$ cat config.mk
export PLATFORM = sky130hd
export DESIGN_NAME = sscr_cmp
export DESIGN_NICKNAME = d
export VERILOG_FILES = /design/src/rtl/core/sscr_cmp.sv
export SDC_FILE = /design/constraint.sdc
export NUM_CORES = 1
export LEC_CHECK = 0
export BUFFER_PORTS_ARGS = -buffer_cell sky130_fd_sc_hd__buf_2
export CAP_MARGIN = 20
export CORE_ASPECT_RATIO = 0.75
export CORE_UTILIZATION = 28
export DETAILED_ROUTE_END_ITERATION = 16
export GPL_TIMING_DRIVEN = 0
export PLACE_DENSITY = 0.9
export SLEW_MARGIN = 10
export SYNTH_ARGS = -nofsm -noshare
export SYNTH_HDL_FRONTEND = slang
export SYNTH_SLANG_ARGS = --single-unit
export TNS_END_PERCENT = 10
$ cat constraint.sdc
create_clock -name vclk -period 1.46
set_input_delay 0.292 -clock vclk [all_inputs]
set_output_delay 0.292 -clock vclk [all_outputs]
set_load 0.02 [all_outputs]
$ cat src/rtl/core/sscr_cmp.sv
// Shared 64-bit equality comparator used by the sequencer for stack and table probes.
// Depends on: nothing.
`timescale 1ns / 1ps
`default_nettype none
module sscr_cmp (
   input  wire logic [63:0] a,
   input  wire logic [63:0] b,
   output logic             eq
);
   assign eq = (a == b);
endmodule
`default_nettype wire

---- After elaboration in Yosys (flattened, before gate mapping) ----
Cells that the tools add are included.
W data, S select, Z words.
storage, ports and cells
  input port bits ......................... 128
  word-level logic and storage cells ...... 1
  output and inout bits ................... 1
  register bits after elaboration ......... 0
cells by class
  equality and inequality tests ........... 1
operator list
  cell            count
  $eq A64 B64 Y1  1

---- Depth between registers and ports, before layout ----
Gate-level depths: netlist of the first run.
  depth after elaboration ................. 1
  gate-level depth with buffers ........... 4
  depth with buffers taken out ............ 4

---- Least setup slack after synthesis of the first run ----
No wires, ideal clock.
  path type ............................... input-to-output
  start point ............................. in b[10]
  end point ............................... out eq
  data required time ...................... 1.168 ns
  cell stages on the path ................. 4
  path buffers ............................ 0
  data arrival time ....................... 1.346 ns
  setup slack ............................. -0.178 ns
  path through ............................ xor2_1 nor4_1 nand4_1 nor4_2
on the way
  longest elaborated chain between the ends .. 1
ends and longest elaborated chain
  element         RTL line  text
  from (decl)     7         input wire logic [63:0] b,
  $eq A64 B64 Y1  10        assign eq = (a == b);
  to (decl)       8         output logic eq
No other way between the ends.

---- Worst setup path in the final report of the first run ----
  start point ............................. in b[48]
  end point ............................... out eq
The elaborated chain is that of the path after synthesis.

==> run metrics, run 1 <==
outcome complete, but fails checks; failing checks setup timing; DRC 0; Critical Path Sink Type output port; Slew HR 81.4%; crit path kind in -> out; worst-path maximum fanout 1; routed wire length 2450 µm; vias post-DR 1077; Worst-Margin Slew 276 ps; Period minus WS final 1810 ps; Setup Fix Bufs, Post-CTS 0; Setup crit start kind input pin; PwrDens 246 mW/mm²; fmax 0.554 GHz; routed wl met2 1370 µm; global-route wire length before repair 3190 µm; Clock buffer cells 0; initial core utilization 30.0%; largest net degree at the start of global routing 2; Mean Syn Cell Area 8.21 µm²; I/O Buffers 129; Unique masters post-synth 4; Antenna Violating Nets Remaining 0; Detail Placement HPWL 2170 µm; uppermost layer routed met3; commonest cells after routing, fill and taps aside buf_2 (123), xor2_1 (64), nor4_1 (10), nor4_2 (6), buf_6 (5); die width 59.7 µm; Die Ht 45.2 µm; Final Slew Violations 0; routability cong. 0.708; vias in the first global route 921; Die ar. 0.00270 mm²; # IOs 129; Critical Path RT 1170 ps; Min-Delay Path Class in -> out; Static Leak 0.821 nW; CP arrival 1510 ps; Fin Setup TNS -346 ps; Via density 4.34; FFs & Latches 0; peak supply drop 0.120 mV; # diodes 0; commonest non-fill, non-tap cell in the layout buf_2; Setup-failing EPs final 1; DR WL met3 248 µm; CP Launch Point b[48]; setup slack after layout -346 ps; Cells after Synth 85; final core utilization 63.0%; layout cells sized above 1 63.6%; met1 WL 840 µm; Final period util 124%; 1st-iter DRT viols 3; area of the core 0.00233 mm²; Seq/Total Area, Yosys 0%; hold_buf cts 0; DR WL/cell 9.90 µm; Register Area 0 µm²; Syn Nets 213; synth warn 0; antenna violations before repair 0; hold path startpoint b[26]; pre-CTS setup slack -393 ps; RSZ-0062 raised after global routing yes; Fillers 228; Rows 15; Hold Violations, Final 0; area grow syn2layout 110%; Initial DRT Pass Iterations 2; GRT overflow 0; maxcap violations 0; GR Util All Layers 14.8%; fin nets 344; Synth Cell Area 698 µm²
## final timing paths
| check | to | slack (ps) | depth (start not counted) |
|---|---|---|---|
| max | eq | -350 | 6 |
| min | eq | 1190 | 6 |
## what timing repair did
action / in CTS / in global routing
setup endpoints to repair: 1 / 1
pin swaps: 8 / 5
gates resized for setup: 4 / 8
## where the power goes
part	switching, mW	total (mW)	leakage, nW	internal (mW)
Clock	0	0	0	0
Sequential	0	0	0	0
Combinational	0.147	0.360	0.821	0.213
## kinds of logic after synthesis
group	Yosys count	synth area share, %
XOR/XNOR	64	80.3
AND/OR/NAND/NOR	21	19.7
## area by class of cell
type               count  area (µm²)  share of cell area, %
repair buffers       129         679                   46.3
well taps             34        42.5                   2.90
multi-input cells     85         744                   50.8
## worst max-delay path, cell delays in order
cell	delay, ps
buf_2	110
xor2_1	150
nor4_1	300
nand4_1	210
nor4_4	280
buf_4	180
## per-layer routing
layer  vias up  GRT usage, %
met1       459          14.8
met2        63          34.0
li1        555             -
met4         0             0
met5         -             0
met3         0          1.15
## cell usage after synthesis
cell type	count	area (µm²)
nor4_2	1	12.5
nand4_1	4	25.0
nor4_1	16	100
xor2_1	64	561
## through the flow
stage / power (mW) / cell area [µm²] / hold slack (ps) / std cells
final: 0.360 / 1470 / 1190 / 248
after global placement: 0.324 / 1400 / 1160 / 248
after detailed placement: 0.334 / 1400 / 1170 / 248
after floorplan: 0.124 / 707 / 908 / 85
after CTS: 0.341 / 1420 / 1180 / 248
after global routing: 0.396 / 1470 / 1230 / 248
No activity file was read; power rests on OpenSTA's default activity.
==> inputs of run 2 (changes only) <==
--- a/config.mk
+++ b/config.mk
@@ -7,11 +7,13 @@
 export LEC_CHECK = 0
 export BUFFER_PORTS_ARGS = -buffer_cell sky130_fd_sc_hd__buf_2
 export CAP_MARGIN = 20
+export CELL_PAD_IN_SITES_DETAIL_PLACEMENT = 1
+export CELL_PAD_IN_SITES_GLOBAL_PLACEMENT = 2
 export CORE_ASPECT_RATIO = 0.75
-export CORE_UTILIZATION = 28
+export CORE_UTILIZATION = 11
 export DETAILED_ROUTE_END_ITERATION = 16
 export GPL_TIMING_DRIVEN = 0
-export PLACE_DENSITY = 0.9
+export PLACE_DENSITY = 0.89
 export SLEW_MARGIN = 10
 export SYNTH_ARGS = -nofsm -noshare
 export SYNTH_HDL_FRONTEND = slang
==> run 2 against run 1 <==
  * The run still ends with setup timing left
  * Cell count is 18% higher
  * Worst setup slack got worse by 41 ps
  * Power is 1.0% lower
  * Count of clock-buffer cells in the layout is the same
  * Sequential cell count did not move
  * First-iteration DRC count grew to 2.7 times the previous value
  * Global-route usage shrank 6.0 points
  * Critical path depth unchanged
  * Non-clock buffer count unchanged
  * Largest cell class unchanged
==> run metrics, run 2 (synthesis results as in run 1) <==
area of the core 0.00598 mm²; PwrDens 236 mW/mm²; peak supply drop 0.0517 mV; Setup Fix Bufs, Post-CTS 0; area grow syn2layout 116%; vias in the first global route 1197; DR WL/cell 10.8 µm; fin nets 344; # diodes 0; DRC 0; critical-path cell list buf_6 -> xor2_1 -> nor4_1 -> nand4_1 -> nor4_4 -> buf_4; Critical Path RT 1170 ps; Die ar. 0.00667 mm²; Top delay family on crit path simple AND/OR/NAND/NOR gates; setup slack after layout -387 ps; final core utilization 25.3%; vias post-DR 1112; 1st-iter DRT viols 8; Clock buffer cells 0; Min-Delay Path Class in -> out; Setup-failing EPs final 1; GRT overflow 0; hold_buf cts 0; Fillers 761; Static Leak 0.817 nW; hold path startpoint b[18]; Critical Path Sink Type output port; Final period util 127%; Hold Violations, Final 0; total power 0.356 mW; die width 94.0 µm; Slowest cell on crit path nor4_1; FFs & Latches 0; crit path kind in -> out; global-route wire length before repair 4800 µm; Worst-Margin Slew 315 ps; RSZ-0062 raised after global routing yes; initial core utilization 11.7%; Die Ht 71.0 µm; I/O Buffers 129; # IOs 129; worst hold endpoint eq; Initial DRT Pass Iterations 2; Via density 3.81; routed wire length 3140 µm; fmax 0.541 GHz; layout cells sized above 1 63.6%; CP arrival 1560 ps; Slew HR 78.8%; Detail Placement HPWL 2960 µm; area of the multi-input gates 744 µm²; CP bufs+invs 2; Period minus WS final 1850 ps; Worst Hold Margin 1200 ps; antenna violations before repair 0; largest net degree at the start of global routing 2; maxcap violations 0; hold path depth 6; crit-path max cell delay 320 ps; GR Util All Layers 8.74%; failing checks setup timing; commonest cells after routing, fill and taps aside buf_2 (125), xor2_1 (64), nor4_1 (10), nor4_2 (6), nand4_1 (4); Final Slew Violations 0; Register Area 0 µm²; Antenna Violating Nets Remaining 0; outcome complete, but fails checks; routability cong. 0.706; worst-path maximum fanout 1; Setup crit start kind input pin; Rows 24; commonest non-fill, non-tap cell in the layout buf_2; pre-CTS setup slack -543 ps
-- run 2: tightest hold or removal path: cells and delay by family --
family / cells / cell delay (ps)
simple gates: 3 / 250
buf+inv: 2 / 230
xor+xnor: 1 / 120
-- run 2: area by class of cell --
type	instances	share of cell area, %
Timing Repair Buffer	129	44.2
Tap cell	78	6.47
Multi-Input combinational cell	85	49.3
-- run 2: routing by layer --
metal	global-route usage [%]	vias up	wire [µm]	share of wire [%]
met5	0	-	0	0
met4	0	0	0	0
met3	1.29	0	319	10
met2	19.4	58	1750	56
met1	8.78	499	1080	34
li1	-	555	-	-
-- run 2: worst max-delay path by stage --
stage / start / to / cells after the start
finish: a[49] / eq / 6
global route: b[22] / eq / 6
CTS: a[49] / eq / 6
detailed placement: b[34] / eq / 6
global placement: b[34] / eq / 6
floorplan: b[28] / eq / 4
-- run 2: per-stage QoR --
| step | area [µm²] | instances | setup TNS (ps) |
|---|---|---|---|
| final | 1510 | 292 | -387 |
| after CTS | 1490 | 292 | -422 |
| after global placement | 1450 | 292 | -547 |
| after global routing | 1510 | 292 | -462 |
| after floorplan | 707 | 85 | -113 |
| after detailed placement | 1450 | 292 | -543 |
-- run 2: repair_timing --
| action | CTS | global route |
|---|---|---|
| endpoints found under the setup margin | 1 | 1 |
| pin swaps | 9 | 3 |
| cloned | 0 | 0 |
| resized for setup | 7 | 3 |
-- run 2: power by group --
part | switching [mW] | leakage [nW] | internal, mW
clock | 0 | 0 | 0
combinational | 0.147 | 0.817 | 0.210
sequential | 0 | 0 | 0
total | 0.147 | 0.817 | 0.210
==> inputs of run 3 (changes only) <==
--- a/config.mk
+++ b/config.mk
@@ -5,15 +5,17 @@
 export SDC_FILE = /design/constraint.sdc
 export NUM_CORES = 1
 export LEC_CHECK = 0
+export ABC_AREA = 1
 export BUFFER_PORTS_ARGS = -buffer_cell sky130_fd_sc_hd__buf_2
 export CAP_MARGIN = 20
 export CELL_PAD_IN_SITES_DETAIL_PLACEMENT = 1
 export CELL_PAD_IN_SITES_GLOBAL_PLACEMENT = 2
 export CORE_ASPECT_RATIO = 0.75
-export CORE_UTILIZATION = 11
+export CORE_UTILIZATION = 12
 export DETAILED_ROUTE_END_ITERATION = 16
 export GPL_TIMING_DRIVEN = 0
 export PLACE_DENSITY = 0.89
+export SKIP_LAST_GASP = 1
 export SLEW_MARGIN = 10
 export SYNTH_ARGS = -nofsm -noshare
 export SYNTH_HDL_FRONTEND = slang
==> run 3 against run 2 <==
  * The flow still finishes with violations (setup timing)
  * Maximum frequency rose by 23%
  * Cell area rose by 20%
  * Power rose by 31%
  * Area after synthesis rose by 28%
  * Die area rose by 17%
  * Global-route usage fell by 0.53 points
  * Combinational power rose by 31%
  * Cell count rose by 35%
  * Worst setup slack improved by 350 ps
  * First-iteration DRC count did not move
  * Critical path type unchanged
  * Largest cell class unchanged
==> run metrics, run 3 <==
fmax 0.666 GHz; Top delay family on crit path simple AND/OR/NAND/NOR gates; failing checks setup timing; peak supply drop 0.0644 mV; vias post-DR 1380; top post-synthesis cells by count nand2_1 (72), xnor2_1 (54), nor2_1 (21), inv_1 (20); Hold Violations, Final 0; top-count cell post-synth nand2_1; CP arrival 1210 ps; PwrDens 257 mW/mm²; # diodes 0; # IOs 129; Initial DRT Pass Iterations 2; DRC 0; Register Area 0 µm²; commonest non-fill, non-tap cell in the layout buf_2; Slowest cell on crit path buf_4; CP bufs+invs 2; routability cong. 0.673; top cells by area, synth xnor2_1 (53%), nand2_1 (30%), nor2_1 (8.8%); Worst-Margin Slew 144 ps; outcome complete, but fails checks; Int Pwr 0.287 mW; Slew HR 90.3%; synth warn 0; initial core utilization 12.8%; Min-Delay Path Class in -> out; top cell type's share of synthesized area 52.7%; Final Slew Violations 0; Fillers 935; crit-path max cell delay 150 ps; area grow syn2layout 103%; largest net degree at the start of global routing 3; sequential power share 0%; GR Util All Layers 8.21%; Synth Cell Area 897 µm²; commonest cells after routing, fill and taps aside buf_2 (119), nand2_1 (72), xnor2_1 (43), inv_1 (19), nor2_1 (17); global-route wire length before repair 5400 µm; area leader, netlist xnor2_1; 1st-iter DRT viols 8; CP most frequent cell nand2_1; FFs & Latches 0; Setup crit start kind input pin; I/O Buffers 129; Static Leak 0.986 nW; GRT overflow 0; area of the core 0.00703 mm²; vias in the first global route 1461; Critical Path Sink Type output port; DR WL/cell 8.97 µm; Antenna Violating Nets Remaining 0; pre-CTS setup slack -183 ps; routed wire length 3540 µm; Die ar. 0.00783 mm²; setup slack after layout -40.9 ps; Clk network pwr share 0%; Period minus WS final 1500 ps; Sw Share 38.5%; fin nets 426; Unique masters post-synth 4; Fin Setup TNS -40.9 ps; maxcap violations 0; crit path kind in -> out; Detail Placement HPWL 3240 µm; Critical Path RT 1170 ps; Cells after Synth 167; worst-path maximum fanout 1; Final period util 103%; P_sw 0.180 mW; Setup-failing EPs final 1; Clock buffer cells 0; layout cells sized above 1 49.0%; Via density 3.50; Rows 26; Comb power frac 100.0%; critical-path cell list buf_2 -> xnor2_2 -> nand2_1 -> nor2_2 -> nand2_1 -> nor2_2 -> nand2_1 -> nor2_1 -> buf_4; Die Ht 76.9 µm; die width 102 µm; Worst Hold Margin 1140 ps; antenna violations before repair 0; RSZ-0062 raised after global routing yes; Mean Syn Cell Area 5.37 µm²; Seq/Total Area, Yosys 0%; Syn Nets 295
[run 3: final cells by class]
type	count	area, µm²	share of cell area, %
Inverter	20	75.1	4.13
Multi-Input combinational cell	147	915	50.3
Timing Repair Buffer	129	704	38.8
Tap cell	98	123	6.75
[run 3: repair_timing]
action | in CTS | in global routing
setup buffers | 0 | 0
pin swaps | 20 | 14
hold buffers | 0 | 0
gates resized for setup | 18 | 8
endpoints found under the setup margin | 1 | 1
[run 3: routing by layer]
| metal | GRT usage (%) | vias up | wire length [µm] |
|---|---|---|---|
| met5 | 0 | - | 0 |
| met4 | 0.429 | 0 | 21 |
| met3 | 0.638 | 2 | 269 |
| met2 | 18.9 | 62 | 1990 |
| met1 | 7.75 | 577 | 1260 |
| li1 | - | 739 | - |
[run 3: final timing paths]
check | from | to | slack (ps) | cells past startpoint
setup / recovery | b[53] | eq | -40 | 9
hold / removal | a[47] | eq | 1140 | 9
[run 3: tightest hold or removal path, cell delays in order]
cell and delay (ps):
buf_2 80, xnor2_1 50, nand2_1 50, nor2_1 30, nand2_1 60, nor2_2 40, nand2_1 50, nor2_1 40
buf_4 140
[run 3: power groups by stage]
stage / Sequential [mW] / Combinational [mW] / Clock [mW]
final: 0 / 0.467 / 0
after global routing: 0 / 0.521 / 0
after CTS: 0 / 0.459 / 0
after detailed placement: 0 / 0.425 / 0
after global placement: 0 / 0.411 / 0
after floorplan: 0 / 0.202 / 0
[run 3: metrics by stage]
step                util [%]  instance area, µm²  power, mW  std cells
floorplan                  -                 897      0.202        167
global placement        23.7                1670      0.411        394
detailed placement      23.7                1670      0.425        394
CTS                     25.2                1770      0.459        394
global route            25.9                1820      0.521        394
finish                  25.9                1820      0.467        394
[run 3: cells by family (layout without fill, tap and decap cells)]
| kind of cell | count (synthesis) | after routing | synth area share, % |
|---|---|---|---|
| xor gates and xnor gates | 54 | 54 | 52.7 |
| buffers and inverters | 20 | 149 | 8.37 |
| and+or+nand+nor | 93 | 93 | 38.9 |
